===== src/rtl/ptbe_pkg.sv =====
// ----------------------------------------------------------------------------
// ptbe_pkg: shared types and constants of the pointer tag bitmap engine
// Sizes of the tag store, granule arithmetic widths, the operation codes,
// the command passed from front to back and the back-end state encoding.
// ----------------------------------------------------------------------------
package ptbe_pkg;

    // tag store geometry: one tag bit per 8-byte granule, 64 tags per word
    localparam int BITMAP_WORDS = 1024;
    localparam int WORD_W       = 64;
    localparam int BIT_W        = 6;
    localparam int WORD_AW      = (BITMAP_WORDS > 1) ? $clog2(BITMAP_WORDS) : 1;

    // request field widths
    localparam int ADDR_W     = 19;
    localparam int SIZE_W     = 20;
    localparam int GRAN_SHIFT = 3;

    // granule arithmetic: wide enough for range ends, store size and sums
    localparam int GEND_W  = SIZE_W + 1 - GRAN_SHIFT;
    localparam int TOTAL_W = WORD_AW + BIT_W + 1;
    localparam int G_W     = ((TOTAL_W > GEND_W) ? TOTAL_W : GEND_W) + 1;
    localparam logic [G_W-1:0] GRAN_TOTAL = G_W'(BITMAP_WORDS * WORD_W);

    // command queue between front and back
    localparam int QUEUE_DEPTH = 2;
    localparam int QP_W        = (QUEUE_DEPTH > 1) ? $clog2(QUEUE_DEPTH) : 1;

    typedef enum logic [1:0] {
        OP_MARK  = 2'd0,
        OP_CLEAR = 2'd1,
        OP_COPY  = 2'd2,
        OP_QUERY = 2'd3
    } t_op;

    // classified command, word-level view of the request
    typedef struct packed {
        t_op                op;
        logic               noop;     // no store access, answer only
        logic               status;   // range beyond the store
        logic               nz;       // pointer nonzero (mark)
        logic               desc;     // copy walks words downward
        logic [WORD_AW-1:0] ws;       // first word of the range
        logic [WORD_AW-1:0] we;       // last word of the range
        logic [WORD_AW-1:0] wfirst;   // first word visited
        logic [WORD_AW-1:0] sfirst;   // low source word for wfirst
        logic [BIT_W-1:0]   sl;       // first granule bit in ws
        logic [BIT_W-1:0]   el;       // last granule bit in we
        logic [BIT_W-1:0]   sh;       // source bit offset for copy
    } t_cmd;

    // tag store port request from the back end
    typedef struct packed {
        logic               wr_en;
        logic [WORD_AW-1:0] wr_addr;
        logic [WORD_W-1:0]  wr_data;
        logic               rd_en;
        logic [WORD_AW-1:0] rd_addr;
    } t_mem_req;

    typedef enum logic [2:0] {
        S_CLEAR  = 3'd0,
        S_IDLE   = 3'd1,
        S_RD_SHI = 3'd2,
        S_RD_DST = 3'd3,
        S_WRITE  = 3'd4,
        S_RESP   = 3'd5
    } t_back_state;

endpackage


===== src/rtl/ptbe_if.sv =====


interface ptbe_out_if;
    logic valid;
    logic ready;
    logic status;
    logic tag_bit;

    modport source (
        output valid, status, tag_bit,
        input  ready
    );
    modport sink (
        input  valid, status, tag_bit,
        output ready
    );
endinterface


===== src/rtl/ptbe_back.sv =====
// ----------------------------------------------------------------------------
// ptbe_back: tag store sequencer
// Sweeps the store after reset, then runs commands word by word through
// read-modify-write and returns one response beat per command.
// ----------------------------------------------------------------------------
module ptbe_back (
    input  logic                        i_clk,
    input  logic                        i_rst_n,
    input  logic                        i_q_empty,
    input  ptbe_pkg::t_cmd              i_head,
    output logic                        o_pop,
    output logic                        o_clearing,
    output ptbe_pkg::t_mem_req          o_mem,
    input  logic [ptbe_pkg::WORD_W-1:0] i_rd_data,
    ptbe_out_if.source                  o_rsp
);
    import ptbe_pkg::*;

    localparam logic [WORD_W-1:0] ALL_ONES = '1;

    t_back_state        r_state;
    t_back_state        n_state;
    t_cmd               r_cmd;
    logic [WORD_AW-1:0] r_wd;
    logic [WORD_AW-1:0] r_sw;
    logic [WORD_AW-1:0] r_clr;
    logic [WORD_W-1:0]  r_src_lo;
    logic [WORD_W-1:0]  r_src_hi;
    logic               r_tag;
    logic               r_out_valid;
    logic               r_out_status;
    logic               r_out_tag;

    logic               out_free;
    logic               launch;
    logic               last_word;
    logic               clr_done;
    logic [WORD_AW-1:0] wd_next;
    logic [WORD_AW-1:0] sw_next;
    logic [WORD_AW-1:0] launch_addr;
    logic [WORD_W-1:0]  m_lo;
    logic [WORD_W-1:0]  m_hi;
    logic [WORD_W-1:0]  mask;
    logic [2*WORD_W-1:0] src_pair;
    logic [WORD_W-1:0]  src_word;
    logic [WORD_W-1:0]  new_word;
    logic               out_load;

    // shared control terms
    assign out_free    = !r_out_valid || o_rsp.ready;
    assign launch      = !i_q_empty &&
                         ((r_state == S_IDLE) || ((r_state == S_RESP) && out_free));
    assign launch_addr = (i_head.op == OP_COPY) ? i_head.sfirst : i_head.wfirst;
    assign last_word   = (r_wd == (r_cmd.desc ? r_cmd.ws : r_cmd.we));
    assign wd_next     = r_cmd.desc ? (r_wd - 1'b1) : (r_wd + 1'b1);
    assign sw_next     = r_cmd.desc ? (r_sw - 1'b1) : (r_sw + 1'b1);
    assign clr_done    = (r_clr == WORD_AW'(BITMAP_WORDS-1));
    assign o_clearing  = (r_state == S_CLEAR);

    // granule mask of the current word
    assign m_lo = (r_wd == r_cmd.ws) ? (ALL_ONES << r_cmd.sl) : ALL_ONES;
    assign m_hi = (r_wd == r_cmd.we) ? (ALL_ONES >> (BIT_W'(WORD_W-1) - r_cmd.el))
                                     : ALL_ONES;
    assign mask = m_lo & m_hi;

    // source window for copy, aligned to the destination word
    assign src_pair = {r_src_hi, r_src_lo} >> r_cmd.sh;
    assign src_word = src_pair[WORD_W-1:0];

    // merged word for the write-back
    always_comb begin
        case (r_cmd.op)
            OP_MARK:  new_word = i_rd_data | mask;
            OP_CLEAR: new_word = i_rd_data & ~mask;
            OP_COPY:  new_word = (i_rd_data & ~mask) | (src_word & mask);
            default:  new_word = i_rd_data;
        endcase
    end

    // next state
    always_comb begin
        n_state = r_state;
        case (r_state)
            S_CLEAR: begin
                if (clr_done) begin
                    n_state = S_IDLE;
                end
            end
            S_IDLE, S_RESP: begin
                if (launch) begin
                    if (i_head.noop) begin
                        n_state = S_RESP;
                    end else if (i_head.op == OP_COPY) begin
                        n_state = S_RD_SHI;
                    end else begin
                        n_state = S_WRITE;
                    end
                end else if ((r_state == S_RESP) && out_free) begin
                    n_state = S_IDLE;
                end
            end
            S_RD_SHI: n_state = S_RD_DST;
            S_RD_DST: n_state = S_WRITE;
            S_WRITE: begin
                if (last_word) begin
                    n_state = S_RESP;
                end else if (r_cmd.op == OP_COPY) begin
                    n_state = S_RD_SHI;
                end else begin
                    n_state = S_WRITE;
                end
            end
            default: n_state = S_IDLE;
        endcase
    end

    // store port and handshake outputs
    always_comb begin
        o_mem    = '0;
        o_pop    = 1'b0;
        out_load = 1'b0;
        case (r_state)
            S_CLEAR: begin
                o_mem.wr_en   = 1'b1;
                o_mem.wr_addr = r_clr;
            end
            S_IDLE, S_RESP: begin
                out_load = (r_state == S_RESP) && out_free;
                if (launch) begin
                    o_pop         = 1'b1;
                    o_mem.rd_en   = !i_head.noop;
                    o_mem.rd_addr = launch_addr;
                end
            end
            S_RD_SHI: begin
                o_mem.rd_en   = 1'b1;
                o_mem.rd_addr = r_sw + 1'b1;
            end
            S_RD_DST: begin
                o_mem.rd_en   = 1'b1;
                o_mem.rd_addr = r_wd;
            end
            S_WRITE: begin
                o_mem.wr_en   = (r_cmd.op != OP_QUERY);
                o_mem.wr_addr = r_wd;
                o_mem.wr_data = new_word;
                // next word's first read overlaps this write-back
                o_mem.rd_en   = !last_word;
                o_mem.rd_addr = (r_cmd.op == OP_COPY) ? sw_next : wd_next;
            end
            default: begin
                o_mem = '0;
            end
        endcase
    end

    // control registers
    always_ff @(posedge i_clk) begin
        if (!i_rst_n) begin
            r_state     <= S_CLEAR;
            r_clr       <= '0;
            r_out_valid <= 1'b0;
        end else begin
            r_state <= n_state;
            if (r_state == S_CLEAR) begin
                r_clr <= r_clr + 1'b1;
            end
            if (out_load) begin
                r_out_valid <= 1'b1;
            end else if (o_rsp.ready) begin
                r_out_valid <= 1'b0;
            end
        end
    end

    // command, walk pointers and data holding registers
    always_ff @(posedge i_clk) begin
        if (launch) begin
            r_cmd <= i_head;
            r_wd  <= i_head.wfirst;
            r_sw  <= i_head.sfirst;
        end
        if (r_state == S_RD_SHI) begin
            r_src_lo <= i_rd_data;
        end
        if (r_state == S_RD_DST) begin
            r_src_hi <= i_rd_data;
        end
        if (r_state == S_WRITE) begin
            r_tag <= |(i_rd_data & mask);
            if (!last_word) begin
                r_wd <= wd_next;
                r_sw <= sw_next;
            end
        end
        if (out_load) begin
            r_out_status <= r_cmd.status;
            r_out_tag    <= (r_cmd.op == OP_QUERY) && !r_cmd.noop && r_tag;
        end
    end

    // response beat
    assign o_rsp.valid   = r_out_valid;
    assign o_rsp.status  = r_out_status;
    assign o_rsp.tag_bit = r_out_tag;

endmodule

===== src/flat_wrapper.sv =====
// flat-port wrapper written by rule: the top's interface ports become plain ports
module ptbe_back_flat import ptbe_pkg::*;
  (i_clk, i_rst_n, i_q_empty, i_head, o_pop, o_clearing, o_mem, i_rd_data, o_rsp_valid, o_rsp_status, o_rsp_tag_bit, o_rsp_ready);
  ptbe_out_if o_rsp_i ();
  input  logic i_clk;
  input  logic i_rst_n;
  input  logic i_q_empty;
  input  ptbe_pkg::t_cmd i_head;
  output logic o_pop;
  output logic o_clearing;
  output ptbe_pkg::t_mem_req o_mem;
  input  logic [ptbe_pkg::WORD_W-1:0] i_rd_data;
  output wire logic [$bits(o_rsp_i.valid)-1:0] o_rsp_valid;
  output wire logic [$bits(o_rsp_i.status)-1:0] o_rsp_status;
  output wire logic [$bits(o_rsp_i.tag_bit)-1:0] o_rsp_tag_bit;
  input wire logic [$bits(o_rsp_i.ready)-1:0] o_rsp_ready;
  assign o_rsp_valid = o_rsp_i.valid;
  assign o_rsp_status = o_rsp_i.status;
  assign o_rsp_tag_bit = o_rsp_i.tag_bit;
  assign o_rsp_i.ready = o_rsp_ready;
  ptbe_back u_core (.i_clk(i_clk), .i_rst_n(i_rst_n), .i_q_empty(i_q_empty), .i_head(i_head), .o_pop(o_pop), .o_clearing(o_clearing), .o_mem(o_mem), .i_rd_data(i_rd_data), .o_rsp(o_rsp_i));
endmodule

===== config.mk =====
export PLATFORM = sky130hd
export DESIGN_NAME = ptbe_back_flat
export DESIGN_NICKNAME = d
export VERILOG_FILES = /design/src/rtl/ptbe_pkg.sv /design/src/rtl/ptbe_if.sv /design/src/rtl/ptbe_back.sv /design/src/flat_wrapper.sv
export SDC_FILE = /design/constraint.sdc
export NUM_CORES = 1
export LEC_CHECK = 0
export BUFFER_PORTS_ARGS = -buffer_cell sky130_fd_sc_hd__buf_4
export CAP_MARGIN = 15
export CORE_MARGIN = 5
export CORE_UTILIZATION = 41
export CTS_BUF_LIST = sky130_fd_sc_hd__clkbuf_16
export DETAILED_ROUTE_END_ITERATION = 10
export MAX_ROUTING_LAYER = met4
export PLACE_DENSITY = 0.7
export SLEW_MARGIN = 20
export SYNTH_ARGS = -nofsm -noshare
export SYNTH_HDL_FRONTEND = slang
export SYNTH_SLANG_ARGS = --single-unit
export TNS_END_PERCENT = 30

===== constraint.sdc =====
create_clock -name i_clk -period 8.8 [get_ports i_clk]
set_input_delay 2.64 -clock i_clk [delete_from_list [all_inputs] [get_ports i_clk]]
set_output_delay 2.64 -clock i_clk [all_outputs]
set_load 0.05 [all_outputs]

==> summary.md <==
| Metric | Value |
|---|---|
| CP Max Fanout | `25` |
| Post-cts sizing count | `0` |
| Hold depth | `0` |
| Cell Rows | `78` |
| Vias in the first global route | `16,982` |
| Worst Reg2Reg Path Length in Cells | `9` |
| Vias per cell | `6.74` |
| Port bufs | `221` |
| Synth area leaders | `edfxtp_1, mux4_2, mux2i_1, nand2_1, mux2_2` |
| Worst setup EP type | `output pin` |
| Mapped cell area | `0.0186 mm²` |
| Fin Setup TNS | `0 ns` |
| Seq cells post-synth | `207` |
| CTS Buf Count | `26` |
| Xor/xnor share of the synthesized area | `0.0235` |
| Hold Crit Endpoint | `u_core.o_rsp.status` |
| GPL Wtd Cong | `1.04` |
| Final core occ | `0.477` |
| TritonCTS clock tree | `built` |
| Post-route ant nets | `0` |
| FILL cells | `4,310` |
| Root buf cell | `clkbuf_16` |
| Post-synthesis compound-gate area fraction | `0.181` |
| CP Class | `in2out` |
| Tcrit/Tclk final | `0.833` |
| Met3 Wirelength | `7.32 mm` |
| First-pass GRT wire length | `122 mm` |
| Syn_nets | `2,053` |
| R2R Setup Slk | `4.65 ns` |
| WL/cell | `32.5 µm` |
| Clock buffer depth | `3` |
| Post-synthesis mux area share | `0.287` |
| CTS hold repair buffers | `0` |
| Post-Synth Adder-Cell Area | `0.00848` |
| Starting density of the core | `0.412` |
| Asr flop ratio synth | `0` |
| Count leader, synth | `nand2_1` |
| Cell variety after synth | `74` |
| Simple-gate share of the synthesized area | `0.134` |
| Die area | `0.0497 mm²` |
| DR iter-0 viols | `2,747` |
| Lkg Pwr | `8.23 nW` |
| CP Launch Point | `o_rsp_ready` |
| F_max | `136 MHz` |
| Met2 WL | `39.2 mm` |
| Die width | `223 µm` |
| Core area | `0.0451 mm²` |
| M1 WL | `35.9 mm` |
| Share of cells above drive strength 1 | `0.265` |
| Worst reg2reg path endpoint | `u_core.r_tag` |
| Psw | `0.000912 W` |
| Worst slew margin | `0.301` |
| Total Power | `0.00289 W` |
| H-tree level count | `1` |
| Final Hold Fails | `0` |
| Largest family of logic cells by synthesized area | `multiplexers` |
| Setup Viol. Count Final | `0` |
| Mapped Cells | `1,909` |
| Clock sink count | `207` |
| Final Net Count | `2,171` |
| Worst Path Arrival | `4.69 ns` |
| Area grow syn2layout | `15.5%` |
| Routed wire length | `85.9 mm` |
| Clock slew at reported path FFs | `0.07 ns` |
| Comb power frac | `0.192` |
| DPL Wire Length | `66.0 mm` |
| DR vias | `17,851` |
| Initial antenna violation count | `4` |
| Synth top area share | `0.279` |
| Max-cap viol count | `0` |
| P_int | `0.00198 W` |
| Sequential share of power | `0.429` |
| Slew at the pin closest to its max-slew limit | `1.04 ns` |
| Critical Path Start Type | `input pin` |
| Min-Delay Path Class | `reg2reg` |
| Status | `finished, final reports clean` |
| Worst skew pair latency | `0.56 ns` |
| Required @ worst endpoint | `6.16 ns` |
| Post-CTS setup repair buffer count | `0` |
| Antenna fix cells | `0` |
| Most common library cells after synthesis | `nand2_1, edfxtp_1, o21ai_0` |
| Clock Skew | `0.0166 ns` |
| PwrDens | `135 mW/mm²` |
| Final routed DRC violation total | `0` |
| Clock share of power | `0.378` |
| RR Startpoint | `u_core.r_wd[7]` |
| Maximum VDD drop | `158 µV` |
| Unrepaired setup endpoints after global routing | `false` |
| Gr usage total | `0.341` |
| DRT Pass-1 Iters | `6` |
| Sequential area share after synthesis | `0.316` |
| Highest Signal Layer | `met4` |
| Hold path startpoint | `u_core.r_cmd[60]` |
| Final Critical Period | `7.33 ns` |
| GR Overflow Total | `0` |
| Top cell type by total area after synthesis | `edfxtp_1` |
| Largest net degree at the start of global routing | `128` |
| Commonest register cell after synthesis | `edfxtp_1` |
| Die height | `223 µm` |
| Boundary Pins | `223` |
| Sw Share | `0.316` |
| Syn. warnings | `0` |
| Mapped Avg Cell Area | `9.74 µm²` |
| EDFF count, synth | `173` |
| Slew Limit Fails | `0` |
==> power groups by stage <==
stage / Sequential (W) / Clock (W) / Combinational (W)
floorplan: 0.00118 / 0 / 0.000406
global placement: 0.00126 / 0 / 0.000530
detailed placement: 0.00126 / 0 / 0.000542
CTS: 0.00124 / 0.00110 / 0.000546
global route: 0.00125 / 0.00115 / 0.000604
finish: 0.00124 / 0.00109 / 0.000556
==> worst max-delay path by stage <==
| stage | end | depth (start not counted) | slack, ns |
|---|---|---|---|
| 2_1_floorplan | o_mem[3] | 5 | 1.70 |
| 3_3_place_gp | o_mem[4] | 9 | 1.57 |
| 3_5_place_dp | o_mem[3] | 9 | 1.53 |
| 4_1_cts | o_mem[3] | 9 | 1.52 |
| 5_1_grt | o_mem[4] | 9 | 1.29 |
| 6_report | o_mem[4] | 9 | 1.47 |
==> kinds of logic (layout without fill, tap and decap cells) <==
group	count (synthesis)	count (layout)
compound gates	512	512
xor+xnor	50	50
simple gates	563	563
mux	347	347
flops	207	207
fa+ha+maj	12	12
buf+inv	218	356
==> layout by cell type (no fill, tap or decap), types with 8 or more instances in the layout <==
cell	Yosys	final
nand2_1	293	292
buf_4	18	258
edfxtp_1	173	173
o21ai_0	157	157
mux4_2	142	142
mux2i_1	134	134
nor2_1	118	117
a21oi_1	87	87
mux2_2	71	71
o211ai_1	46	46
inv_1	42	41
nand3_1	35	34
dfxtp_1	34	34
xnor2_1	33	33
a211o_1	29	29
o22ai_1	27	27
clkbuf_16	0	27
nand2b_1	21	21
o221ai_1	21	21
and2_1	20	19
xor2_1	17	17
nor3_1	17	16
a22o_1	13	13
a31oi_1	13	13
a21o_1	11	11
nand4_1	11	11
o31ai_1	11	11
ha_1	11	11
a21boi_0	10	10
nor2b_1	9	9
or3_1	8	8
==> worst max-delay path: stages <==
cell and delay, ns:
buf_4 0.11, nor2b_1 0.15, nand2_1 0.09, nand3_1 0.10
buf_4 0.31, inv_1 0.44, a222oi_1 0.41, o21ai_0 0.17
buf_4 0.24
==> metal layers <==
metal | up-vias | global-route usage
li1 | 7583 | -
met1 | 8984 | 0.474
met2 | 1135 | 0.525
met3 | 149 | 0.0388
met4 | 0 | 0.109
met5 | - | -
==> registers in the layout, indices dropped and copies added, names as in the netlist <==
name / cells
u_core.r_src_lo: 64
u_core.r_src_hi: 63
u_core.r_cmd: 43
u_core.r_clr: 10
u_core.r_sw: 10
u_core.r_wd: 10
u_core.r_state: 3
u_core.o_rsp.status: 1
u_core.o_rsp.tag_bit: 1
u_core.o_rsp.valid: 1
u_core.r_tag: 1
==> metrics by stage <==
step | cell area (µm²) | hold slack (ns) | std cells | worst slack (ns)
finish | 21500 | 0.428 | 2647 | 1.47
global route | 21500 | 0.431 | 2647 | 1.29
CTS | 21500 | 0.425 | 2647 | 1.52
detailed placement | 20600 | 0.410 | 2599 | 1.53
global placement | 20600 | 0.407 | 2599 | 1.57
floorplan | 18600 | 0.400 | 1909 | 1.70
==> cell type report <==
type	count	area, µm²	share of cell area
Sequential cell	207	5880	0.273
Multi-Input combinational cell	1484	11800	0.550
Clock inverter	21	184	0.00856
Timing Repair Buffer	261	2000	0.0929
Clock buffer	27	676	0.0314
Inverter	47	181	0.00844
Tap cell	600	751	0.0349
Power figures use the tool's default switching activity.
