`src/rtl/ptbe_pkg.sv`:
```
// ----------------------------------------------------------------------------
// ptbe_pkg: shared types and constants of the pointer tag bitmap engine
// Sizes of the tag store, granule arithmetic widths, the operation codes,
// the command passed from front to back and the back-end state encoding.
// ----------------------------------------------------------------------------
package ptbe_pkg;

    // tag store geometry: one tag bit per 8-byte granule, 64 tags per word
    localparam int BITMAP_WORDS = 1024;
    localparam int WORD_W       = 64;
    localparam int BIT_W        = 6;
    localparam int WORD_AW      = (BITMAP_WORDS > 1) ? $clog2(BITMAP_WORDS) : 1;

    // request field widths
    localparam int ADDR_W     = 19;
    localparam int SIZE_W     = 20;
    localparam int GRAN_SHIFT = 3;

    // granule arithmetic: wide enough for range ends, store size and sums
    localparam int GEND_W  = SIZE_W + 1 - GRAN_SHIFT;
    localparam int TOTAL_W = WORD_AW + BIT_W + 1;
    localparam int G_W     = ((TOTAL_W > GEND_W) ? TOTAL_W : GEND_W) + 1;
    localparam logic [G_W-1:0] GRAN_TOTAL = G_W'(BITMAP_WORDS * WORD_W);

    // command queue between front and back
    localparam int QUEUE_DEPTH = 2;
    localparam int QP_W        = (QUEUE_DEPTH > 1) ? $clog2(QUEUE_DEPTH) : 1;

    typedef enum logic [1:0] {
        OP_MARK  = 2'd0,
        OP_CLEAR = 2'd1,
        OP_COPY  = 2'd2,
        OP_QUERY = 2'd3
    } t_op;

    // classified command, word-level view of the request
    typedef struct packed {
        t_op                op;
        logic               noop;     // no store access, answer only
        logic               status;   // range beyond the store
        logic               nz;       // pointer nonzero (mark)
        logic               desc;     // copy walks words downward
        logic [WORD_AW-1:0] ws;       // first word of the range
        logic [WORD_AW-1:0] we;       // last word of the range
        logic [WORD_AW-1:0] wfirst;   // first word visited
        logic [WORD_AW-1:0] sfirst;   // low source word for wfirst
        logic [BIT_W-1:0]   sl;       // first granule bit in ws
        logic [BIT_W-1:0]   el;       // last granule bit in we
        logic [BIT_W-1:0]   sh;       // source bit offset for copy
    } t_cmd;

    // tag store port request from the back end
    typedef struct packed {
        logic               wr_en;
        logic [WORD_AW-1:0] wr_addr;
        logic [WORD_W-1:0]  wr_data;
        logic               rd_en;
        logic [WORD_AW-1:0] rd_addr;
    } t_mem_req;

    typedef enum logic [2:0] {
        S_CLEAR  = 3'd0,
        S_IDLE   = 3'd1,
        S_RD_SHI = 3'd2,
        S_RD_DST = 3'd3,
        S_WRITE  = 3'd4,
        S_RESP   = 3'd5
    } t_back_state;

endpackage

```
`src/rtl/ptbe_cmd_queue.sv`:
```
// ----------------------------------------------------------------------------
// ptbe_cmd_queue: short command queue between front and back
// Lets the front accept while the back is still walking a range.
// ----------------------------------------------------------------------------
module ptbe_cmd_queue (
    input  logic           i_clk,
    input  logic           i_rst_n,
    input  logic           i_push,
    input  ptbe_pkg::t_cmd i_cmd,
    input  logic           i_pop,
    output logic           o_full,
    output logic           o_empty,
    output ptbe_pkg::t_cmd o_head
);
    import ptbe_pkg::*;

    t_cmd            r_entries [QUEUE_DEPTH];
    logic [QP_W-1:0] r_wr_ptr;
    logic [QP_W-1:0] r_rd_ptr;
    logic [QP_W:0]   r_count;
    logic [QP_W-1:0] n_wr_ptr;
    logic [QP_W-1:0] n_rd_ptr;
    logic [QP_W:0]   n_count;
    logic            do_push;
    logic            do_pop;

    assign o_full  = (r_count == (QP_W+1)'(QUEUE_DEPTH));
    assign o_empty = (r_count == '0);
    assign o_head  = r_entries[r_rd_ptr];
    assign do_push = i_push && !o_full;
    assign do_pop  = i_pop && !o_empty;

    // pointer and occupancy update
    always_comb begin
        n_wr_ptr = r_wr_ptr;
        n_rd_ptr = r_rd_ptr;
        n_count  = r_count;
        if (do_push) begin
            n_wr_ptr = (r_wr_ptr == QP_W'(QUEUE_DEPTH-1)) ? '0 : r_wr_ptr + 1'b1;
        end
        if (do_pop) begin
            n_rd_ptr = (r_rd_ptr == QP_W'(QUEUE_DEPTH-1)) ? '0 : r_rd_ptr + 1'b1;
        end
        if (do_push && !do_pop) begin
            n_count = r_count + 1'b1;
        end else if (do_pop && !do_push) begin
            n_count = r_count - 1'b1;
        end
    end

    always_ff @(posedge i_clk) begin
        if (!i_rst_n) begin
            r_wr_ptr <= '0;
            r_rd_ptr <= '0;
            r_count  <= '0;
        end else begin
            r_wr_ptr <= n_wr_ptr;
            r_rd_ptr <= n_rd_ptr;
            r_count  <= n_count;
        end
    end

    // entry storage
    always_ff @(posedge i_clk) begin
        if (do_push) begin
            r_entries[r_wr_ptr] <= i_cmd;
        end
    end

endmodule

```
`config.mk`:
```
export PLATFORM = sky130hd
export DESIGN_NAME = ptbe_cmd_queue
export DESIGN_NICKNAME = d
export VERILOG_FILES = /design/src/rtl/ptbe_pkg.sv /design/src/rtl/ptbe_cmd_queue.sv
export SDC_FILE = /design/constraint.sdc
export NUM_CORES = 1
export LEC_CHECK = 0
export BUFFER_PORTS_ARGS = -buffer_cell sky130_fd_sc_hd__clkbuf_2
export CAP_MARGIN = 20
export CELL_PAD_IN_SITES_DETAIL_PLACEMENT = 0
export CELL_PAD_IN_SITES_GLOBAL_PLACEMENT = 1
export CORE_ASPECT_RATIO = 1.2
export CORE_MARGIN = 1
export CORE_UTILIZATION = 30
export CTS_CLUSTER_SIZE = 24
export DETAILED_ROUTE_END_ITERATION = 16
export GPL_TIMING_DRIVEN = 0
export PLACE_DENSITY = 0.6
export SLEW_MARGIN = 5
export SYNTH_ARGS = -nofsm -noshare
export SYNTH_HDL_FRONTEND = slang
export SYNTH_SLANG_ARGS = --single-unit
export TNS_END_PERCENT = 10
```
`constraint.sdc`:
```
create_clock -name i_clk -period 6.9 [get_ports i_clk]
set_clock_uncertainty 0.05 [all_clocks]
set_input_delay 0.345 -clock i_clk [delete_from_list [all_inputs] [get_ports i_clk]]
set_output_delay 0.345 -clock i_clk [all_outputs]
set_load 0.1 [all_outputs]
```
==> flow_summary.yaml, run 1 <==
sta:
  fin_crit_sh: 0.339
  fin_tns_setup_ns: 0
  max_slew.worst_pin.slew_ns: 0.569
  min_period_ns: 2.34
  finalHoldViolations: 0
  fmax_mhz: 427
  rsz0062_at_grt: "no"
  finalSetupViolations: 0
  relSlewSlack: 0.622
  slew_viol_final: 0
  worst_slack_ns: 4.56
worst_setup_path:
  cp_slowest_stage_delay_ns: 0.37
  cp.arrival_ns: 1.95
  path_max_fanout: 10
  critPathSlowestCell: "clkbuf_2"
  crit_family: "buffers and inverters"
  cp_cell_sequence: "buf_2, buf_6, mux2_2, clkbuf_2"
  criticalPathCategory: "flip-flop to primary output"
  cp-start-kind: "flip-flop"
  end_kind: "primary output"
  worstPathRequired_ns: 6.50
  crit_buf_inv: 3
logic_synthesis:
  ys_seq_area_frac: 0.810
  ys_warn_count: 0
  ys_types: 21
  syn_avg_cell_area_um2: 21.7
  ys_ff_latch: 133
  synthCells: 224
  synth.net_count: 293
  synth_area_um2: 4870
placement:
  pre_cts_ws_ns: 4.94
  io_buffers: 133
  dp_hpwl_um: 5960
  dpl_cell_area_um2: 5910
  gp_congestion: 0.642
grt:
  grt_pass1_wl_um: 14000
  antenna_found_initial: 1
  grt_pass1_vias: 2821
  track_usage: 0.113
  grt_overflow_total: 0
  grt_max_degree: 47
clock_network:
  clk_pin_slew_ns: 0.06
  cts_tree: "done"
  post_cts_buffers: 0
  cts_max_level: 4
  cts_buffers: 17
  cts_hold_buf: 0
  cts_root_buffer: "clkbuf_16"
  clock_path_buffers: 2
  cts_resized: 0
  clock_latency_ns: 0.41
  clock-sinks: 133
worst_hold_path:
  min_path_type: "input pin to flip-flop"
detailed_routing:
  firstDrtPassIters: 4
  dr_total_vias: 2559
  drt_iter0_drc: 115
  drt-total-wl_um: 8830
  drtAntennaViolNets: 0
  wl_met1_um: 3560
  drc_errors: 0
  met2_length_um: 4550
  dr_wl_met3_um: 577
  vias_per_cell: 4.24
  wl_per_cell_um: 14.6
  top_layer_used: "met4"
job:
  cap_violations: 0
final_layout:
  final_area_um2: 6500
  final_nets: 450
  drive_gt1_frac: 0.609
  area_growth_pct: 33.5
  final_util: 0.412
floorplan:
  core.rowCount: 50
  ios: 134
  core_um2: 15800
  start_util: 0.309
  dieHeight_um: 142
  dieWidth_um: 118
  die_area_um2: 16800
outcome:
  status: "finished, final reports clean"
[metal layers]
metal | up-vias | global-route usage
met5 | - | 0
met4 | 0 | 0.0648
met3 | 12 | 0.0426
met2 | 87 | 0.192
met1 | 1258 | 0.122
li1 | 1202 | -
[registers in the layout, summed over array words and instances, names as in the netlist, named ones only]
register,flops
r_count,2
r_entries,128
r_rd_ptr,1
r_wr_ptr,1
[cell type report]
class                   instances  area (um^2)
diodes                          1         2.50
plain buffers                   7         72.6
clock buffers                  18          429
clock inverters                14          161
fillers                      1473         9260
inverters                       2         7.51
multi-input cells              82          858
flip-flops and latches        133         3940
well taps                     208          260
repair buffers                138          766
[worst reg2reg max path, stage by stage (launching register included)]
cell      delay (ns)
dfxtp_1         0.42
nand2b_1        0.19
inv_2           0.08
nor3_4          0.44
buf_8           0.27
[layout by cell type (no fill, tap or decap), drive strengths merged]
| cell type | instances |
|---|---|
| a21boi | 2 |
| and2 | 3 |
| and3 | 1 |
| buf | 12 |
| bufinv | 3 |
| clkbuf | 151 |
| clkinv | 9 |
| clkinvlp | 2 |
| dfxtp | 5 |
| diode | 1 |
| edfxtp | 128 |
| ha | 1 |
| inv | 2 |
| mux2 | 64 |
| nand2b | 1 |
| nor2 | 2 |
| nor3 | 1 |
| o21a | 1 |
| o21ai | 2 |
| or3 | 1 |
| xnor2 | 2 |
| xor2 | 1 |
[path summary, 6_finish.rpt]
path | startpoint | to | slack [ns] | cells after the start
setup reg to reg | r_count[0]$_SDFFE_PN0P_ | r_entries[0][34]$_DFFE_PP_ | 5.14 | 4
setup / recovery | flip-flop | o_head[28] | 4.56 | 4
hold / removal | i_cmd[1] | r_entries[0][1]$_DFFE_PP_ | 0.07 | 1
hold reg to reg | r_count[1]$_SDFFE_PN0P_ | r_count[1]$_SDFFE_PN0P_ | 0.50 | 2
[cells by family after synthesis]
family                   after synthesis  share of synthesized area
multiplexers                          64                      0.148
buffers and inverters                  9                     0.0164
flip-flops                           133                      0.810
adder cells (fa/ha/maj)                1                    0.00257
XOR/XNOR                               3                    0.00540
AND/OR/NAND/NOR                        9                     0.0113
AO/OA/AOI/OAI                          5                    0.00668
[stage by stage]
| stage | instances | hold slack (ns) |
|---|---|---|
| final | 603 | 0.0704 |
| after global routing | 602 | 0.0497 |
| after CTS | 602 | 0.0469 |
| after detailed placement | 570 | 0.487 |
| after global placement | 565 | 0.452 |
| after floorplan | 224 | 0.394 |
[synth_stat cells]
cell type  number  share of area
inv_1           1        0.00077
or3_1           1         0.0013
ha_1            1         0.0026
buf_6           6          0.014
a21boi_0        1         0.0015
mux2_2         64           0.15
nor2_1          2         0.0015
nor3_2          1         0.0021
buf_2           1         0.0010
a21boi_1        1         0.0015
o21ai_0         1         0.0010
xor2_1          1         0.0018
and2_1          3         0.0039
o21a_1          1         0.0015
xnor2_1         2         0.0036
edfxtp_1      128           0.79
nand2b_1        1         0.0013
and3_1          1         0.0013
dfxtp_1         5          0.021
inv_2           1        0.00077
o21ai_1         1         0.0010
Power of run 1 is not shown: default switching activity piles up to over one toggle a cycle in this logic, so the estimate is an artifact.
==> run 2: changes to the inputs <==
==> constraint.sdc (replaced) <==
create_clock -name i_clk -period 2.3 [get_ports i_clk]
set_clock_uncertainty 0.05 [all_clocks]
set_input_delay 0.115 -clock i_clk [delete_from_list [all_inputs] [get_ports i_clk]]
set_output_delay 0.115 -clock i_clk [all_outputs]
set_load 0.1 [all_outputs]
==> run 2 against run 1 <==
  * First-iteration DRC count grew 10%
  * Cell count is 11% higher
  * Hold slack worse by 0.021 ns
  * Critical path type unchanged
  * Sequential share of layout area fell by 5.0 points
  * Non-clock buffer count up 65
  * Final area up 9.0%
  * Register-to-register slack worse by 4.9 ns
==> flow_summary.yaml, run 2 (same netlist as run 1, synthesis figures left out) <==
outcome:
  status: "finished, final reports clean"
worst_setup_path:
  crit_buf_inv: 3
  worstReg2RegEnd: "r_entries[0][52]$_DFFE_PP_"
  cp-start-kind: "flip-flop"
  cp_cell_sequence: "buf_2, buf_6, mux2_2, clkbuf_2"
  criticalPathCategory: "flip-flop to primary output"
  path_max_fanout: 10
  crit_family: "buffers and inverters"
  r2r_cells: 5
  ff2ff_setup_slack_ns: 0.24
  critPathSlowestCell: "clkbuf_2"
  cp_slowest_stage_delay_ns: 0.38
  end_kind: "primary output"
  cp.arrival_ns: 1.96
  r2r_start: "r_count[0]$_SDFFE_PN0P_"
  worstPathRequired_ns: 2.13
pwr:
  power.total_uw: 9980
  irDropWorstVdd_v: 0.000677
  leakage_uw: 0.00268
  power_density_nw_per_um2: 1410
floorplan:
  core.rowCount: 50
  dieHeight_um: 142
  start_util: 0.309
  die_area_um2: 16800
  core_um2: 15800
  dieWidth_um: 118
  ios: 134
clock_network:
  clock_latency_ns: 0.41
  clk_pin_slew_ns: 0.05
  cts_root_buffer: "clkbuf_16"
  clock-sinks: 133
  cts_resized: 0
  clock_path_buffers: 2
  cts_hold_buf: 65
  cts_max_level: 4
  cts_tree: "done"
  post_cts_buffers: 0
  cts_buffers: 17
grt:
  grt_max_degree: 37
  grt_overflow_total: 0
  grt_pass1_wl_um: 14700
  track_usage: 0.117
  grt_pass1_vias: 3024
  antenna_found_initial: 0
sta:
  fmax_mhz: 471
  slew_viol_final: 0
  rsz0062_at_grt: "no"
  max_slew.worst_pin.slew_ns: 0.803
  fin_crit_sh: 0.923
  finalSetupViolations: 0
  finalHoldViolations: 0
  relSlewSlack: 0.463
  min_period_ns: 2.12
  worst_slack_ns: 0.177
detailed_routing:
  vias_per_cell: 4.18
  wl_per_cell_um: 13.8
  drt-total-wl_um: 9210
  drc_errors: 0
  firstDrtPassIters: 4
  dr_total_vias: 2790
  drt_iter0_drc: 127
  drtAntennaViolNets: 0
final_layout:
  fill_cells: 1447
  final_nets: 515
  n_antenna_cell: 0
  final_area_um2: 7080
  largest_register_ffs: 128
  top_register: "r_entries"
  area_growth_pct: 45.4
  top_regs: "r_entries x128, r_count x2"
  final_cell_count_no_fill: 667
  final_cell_mix: "clkbuf_2, edfxtp_1, dlygate4sd3_1"
  drive_gt1_frac: 0.521
  final_common_cell: "clkbuf_2"
worst_hold_path:
  hold_depth: 3
  hold_start: "i_push"
  whs_endpoint: "r_wr_ptr$_SDFFE_PN0P_"
  min_path_type: "input pin to flip-flop"
placement:
  dpl.cell_count: 570
  dpl_cell_area_um2: 5930
  io_buffers: 133
  gp_congestion: 0.650
  pre_cts_ws_ns: 0.219
  dp_hpwl_um: 5960
job:
  cap_violations: 0
[run 2: worst reg2reg max path, cell delays in order (launching register included)]
cell	delay, ns
dfxtp_2	0.37
nand2b_4	0.18
inv_8	0.04
nor3_4	0.66
buf_8	0.28
buf_8	0.18
[run 2: worst max path at each step]
stage                                 start                          to  cells after the start
floorplan           r_count[0]$_SDFFE_PN0P_   r_entries[0][0]$_DFFE_PP_                      3
global placement    r_count[0]$_SDFFE_PN0P_  r_entries[0][48]$_DFFE_PP_                      3
detailed placement  r_count[0]$_SDFFE_PN0P_  r_entries[0][52]$_DFFE_PP_                      5
CTS                               flip-flop                  o_head[40]                      4
global route                      flip-flop                  o_head[40]                      4
finish                            flip-flop                  o_head[40]                      4
[run 2: stage by stage]
stage	util	hold WS (ns)	setup TNS (ns)
4_1_cts	0.449	0.0318	0
3_3_place_gp	0.369	0.254	-162.23
2_1_floorplan	-	0.164	-41.55
3_5_place_dp	0.376	0.258	0
5_1_grt	0.449	0.0526	0
6_report	0.449	0.0492	0
[run 2: report_power, final]
| part | switching, uW | total [uW] | internal (uW) | leakage [uW] |
|---|---|---|---|---|
| logic | 3580 | 4540 | 967 | 0.00121 |
| registers | 83.4 | 3130 | 3050 | 0.00124 |
| clock network | 944 | 2300 | 1360 | 0.000231 |
| total | 4600 | 9980 | 5370 | 0.00268 |
[run 2: layout make-up]
| cell class | instances | area, um^2 | area share |
|---|---|---|---|
| buffer | 7 | 72.6 | 0.0102 |
| clock buffer | 22 | 444 | 0.0627 |
| clock inverter | 10 | 60.1 | 0.00848 |
| inverter | 2 | 15.0 | 0.00212 |
| multi-input combinational | 82 | 866 | 0.122 |
| sequential | 133 | 3950 | 0.557 |
| tap | 208 | 260 | 0.0367 |
| timing repair buffer | 203 | 1420 | 0.201 |
[run 2: routing by layer]
layer,vias to the layer above,global-route usage,part of all wire
met5,-,0,0
met4,0,0.0526,0.016
met3,13,0.0462,0.055
met2,85,0.201,0.51
met1,1356,0.128,0.42
li1,1336,-,-
Note: power is estimated with default switching activity, not from simulation.
==> run 3: changes to the inputs <==
--- a/config.mk
+++ b/config.mk
@@ -14,7 +14,7 @@
 export CORE_UTILIZATION = 30
 export CTS_CLUSTER_SIZE = 24
 export DETAILED_ROUTE_END_ITERATION = 16
-export GPL_TIMING_DRIVEN = 0
+export GPL_TIMING_DRIVEN = 1
 export PLACE_DENSITY = 0.6
 export SLEW_MARGIN = 5
 export SYNTH_ARGS = -nofsm -noshare
==> run 3 against run 2 <==
  * Final area decreased by 0.81%
  * Setup slack gained 0.052 ns
  * Via count is 1.9% lower
  * Largest cell class unchanged
  * Cell count is 0.75% lower
  * Global-route usage up 0.18 points
  * Non-clock buffer count down 5
==> flow_summary.yaml, run 3 (same netlist as run 1, synthesis figures left out) <==
outcome:
  status: "finished, final reports clean"
final_layout:
  largest_register_ffs: 128
  area_growth_pct: 44.3
  fill_cells: 1422
  final_nets: 510
  n_antenna_cell: 0
  final_area_um2: 7030
  final_util: 0.446
  drive_gt1_frac: 0.518
  top_regs: "r_entries x128, r_count x2"
  final_cell_mix: "clkbuf_2, edfxtp_1, dlygate4sd3_1"
  final_common_cell: "clkbuf_2"
  top_register: "r_entries"
worst_setup_path:
  cp-start-kind: "flip-flop"
  path_max_fanout: 31
  worstPathRequired_ns: 2.13
  end_kind: "primary output"
  ff2ff_setup_slack_ns: 0.71
  r2r_cells: 6
  r2r_start: "r_count[0]$_SDFFE_PN0P_"
  criticalPathCategory: "flip-flop to primary output"
  cp.arrival_ns: 1.91
  worstReg2RegEnd: "r_count[1]$_SDFFE_PN0P_"
floorplan:
  core_um2: 15800
  ios: 134
  start_util: 0.309
  core.rowCount: 50
  dieHeight_um: 142
  dieWidth_um: 118
  die_area_um2: 16800
worst_hold_path:
  min_path_type: "input pin to flip-flop"
  hold_depth: 3
  whs_endpoint: "r_wr_ptr$_SDFFE_PN0P_"
  hold_start: "i_push"
grt:
  antenna_found_initial: 0
  grt_max_degree: 49
  grt_overflow_total: 0
  grt_pass1_wl_um: 14600
  grt_pass1_vias: 2935
  track_usage: 0.119
sta:
  finalSetupViolations: 0
  fin_crit_sh: 0.900
  min_period_ns: 2.07
  max_slew.worst_pin.slew_ns: 0.574
  rsz0062_at_grt: "no"
  fmax_mhz: 483
  relSlewSlack: 0.619
  worst_slack_ns: 0.229
  finalHoldViolations: 0
  slew_viol_final: 0
  fin_tns_setup_ns: 0
clock_network:
  cts_max_level: 4
  clk_pin_slew_ns: 0.05
  cts_tree: "done"
  clock_latency_ns: 0.40
  cts_resized: 0
  cts_root_buffer: "clkbuf_16"
  clock_path_buffers: 2
  clock-sinks: 133
  cts_buffers: 17
detailed_routing:
  drtAntennaViolNets: 0
  vias_per_cell: 4.13
  dr_total_vias: 2737
  firstDrtPassIters: 4
  drc_errors: 0
  drt_iter0_drc: 102
  wl_per_cell_um: 14.1
  drt-total-wl_um: 9320
placement:
  pre_cts_ws_ns: 0.612
  io_buffers: 133
  dp_hpwl_um: 5750
  dpl_cell_area_um2: 5830
  gp_congestion: 0.656
job:
  cap_violations: 0
## run 3: cell types whose count changed in the layout (fill, tap and decap cells not counted), sizes merged
cell and delta:
bufinv +2, clkbuf -2, clkinv +2, clkinvlp -2
buf -5
## run 3: metrics by stage
step / std cells / hold WS [ns]
6_report: 662 / 0.0524
3_5_place_dp: 565 / 0.258
2_1_floorplan: 224 / 0.164
3_3_place_gp: 565 / 0.255
4_1_cts: 662 / 0.0334
5_1_grt: 662 / 0.0691
## run 3: worst max path at each step
stage,start,slack [ns],end
floorplan,r_count[0]$_SDFFE_PN0P_,-0.38,r_entries[0][0]$_DFFE_PP_
global placement,flip-flop,0.62,o_head[18]
detailed placement,flip-flop,0.61,o_head[48]
CTS,flip-flop,0.17,o_head[48]
global route,flip-flop,0.11,o_head[48]
finish,flip-flop,0.23,o_head[48]
## run 3: layer usage
layer	global-route usage	vias to the layer above	share of wire
met5	0	-	0
met4	0.0526	0	0.014
met3	0.0510	10	0.058
met2	0.204	78	0.52
met1	0.128	1326	0.41
li1	-	1323	-
## run 3: cell type report
cell class	instances	area, um^2	area share
multi-input combinational	82	862	0.123
tap	208	260	0.0370
sequential	133	3950	0.562
clock buffer	20	437	0.0621
clock inverter	12	113	0.0160
timing repair buffer	205	1390	0.198
inverter	2	15.0	0.00214
## run 3: critical path: stages (launching register included)
cell and delay (ns):
dfxtp_2 0.33, buf_4 0.39, mux2_2 0.40, clkbuf_2 0.37
## run 3: timing repair
item,4_1_cts,5_1_grt
hold endpoints to repair,133,0
setup buffers,0,0
hold buffers,65,0
Power of run 3 is left out for the same reason.
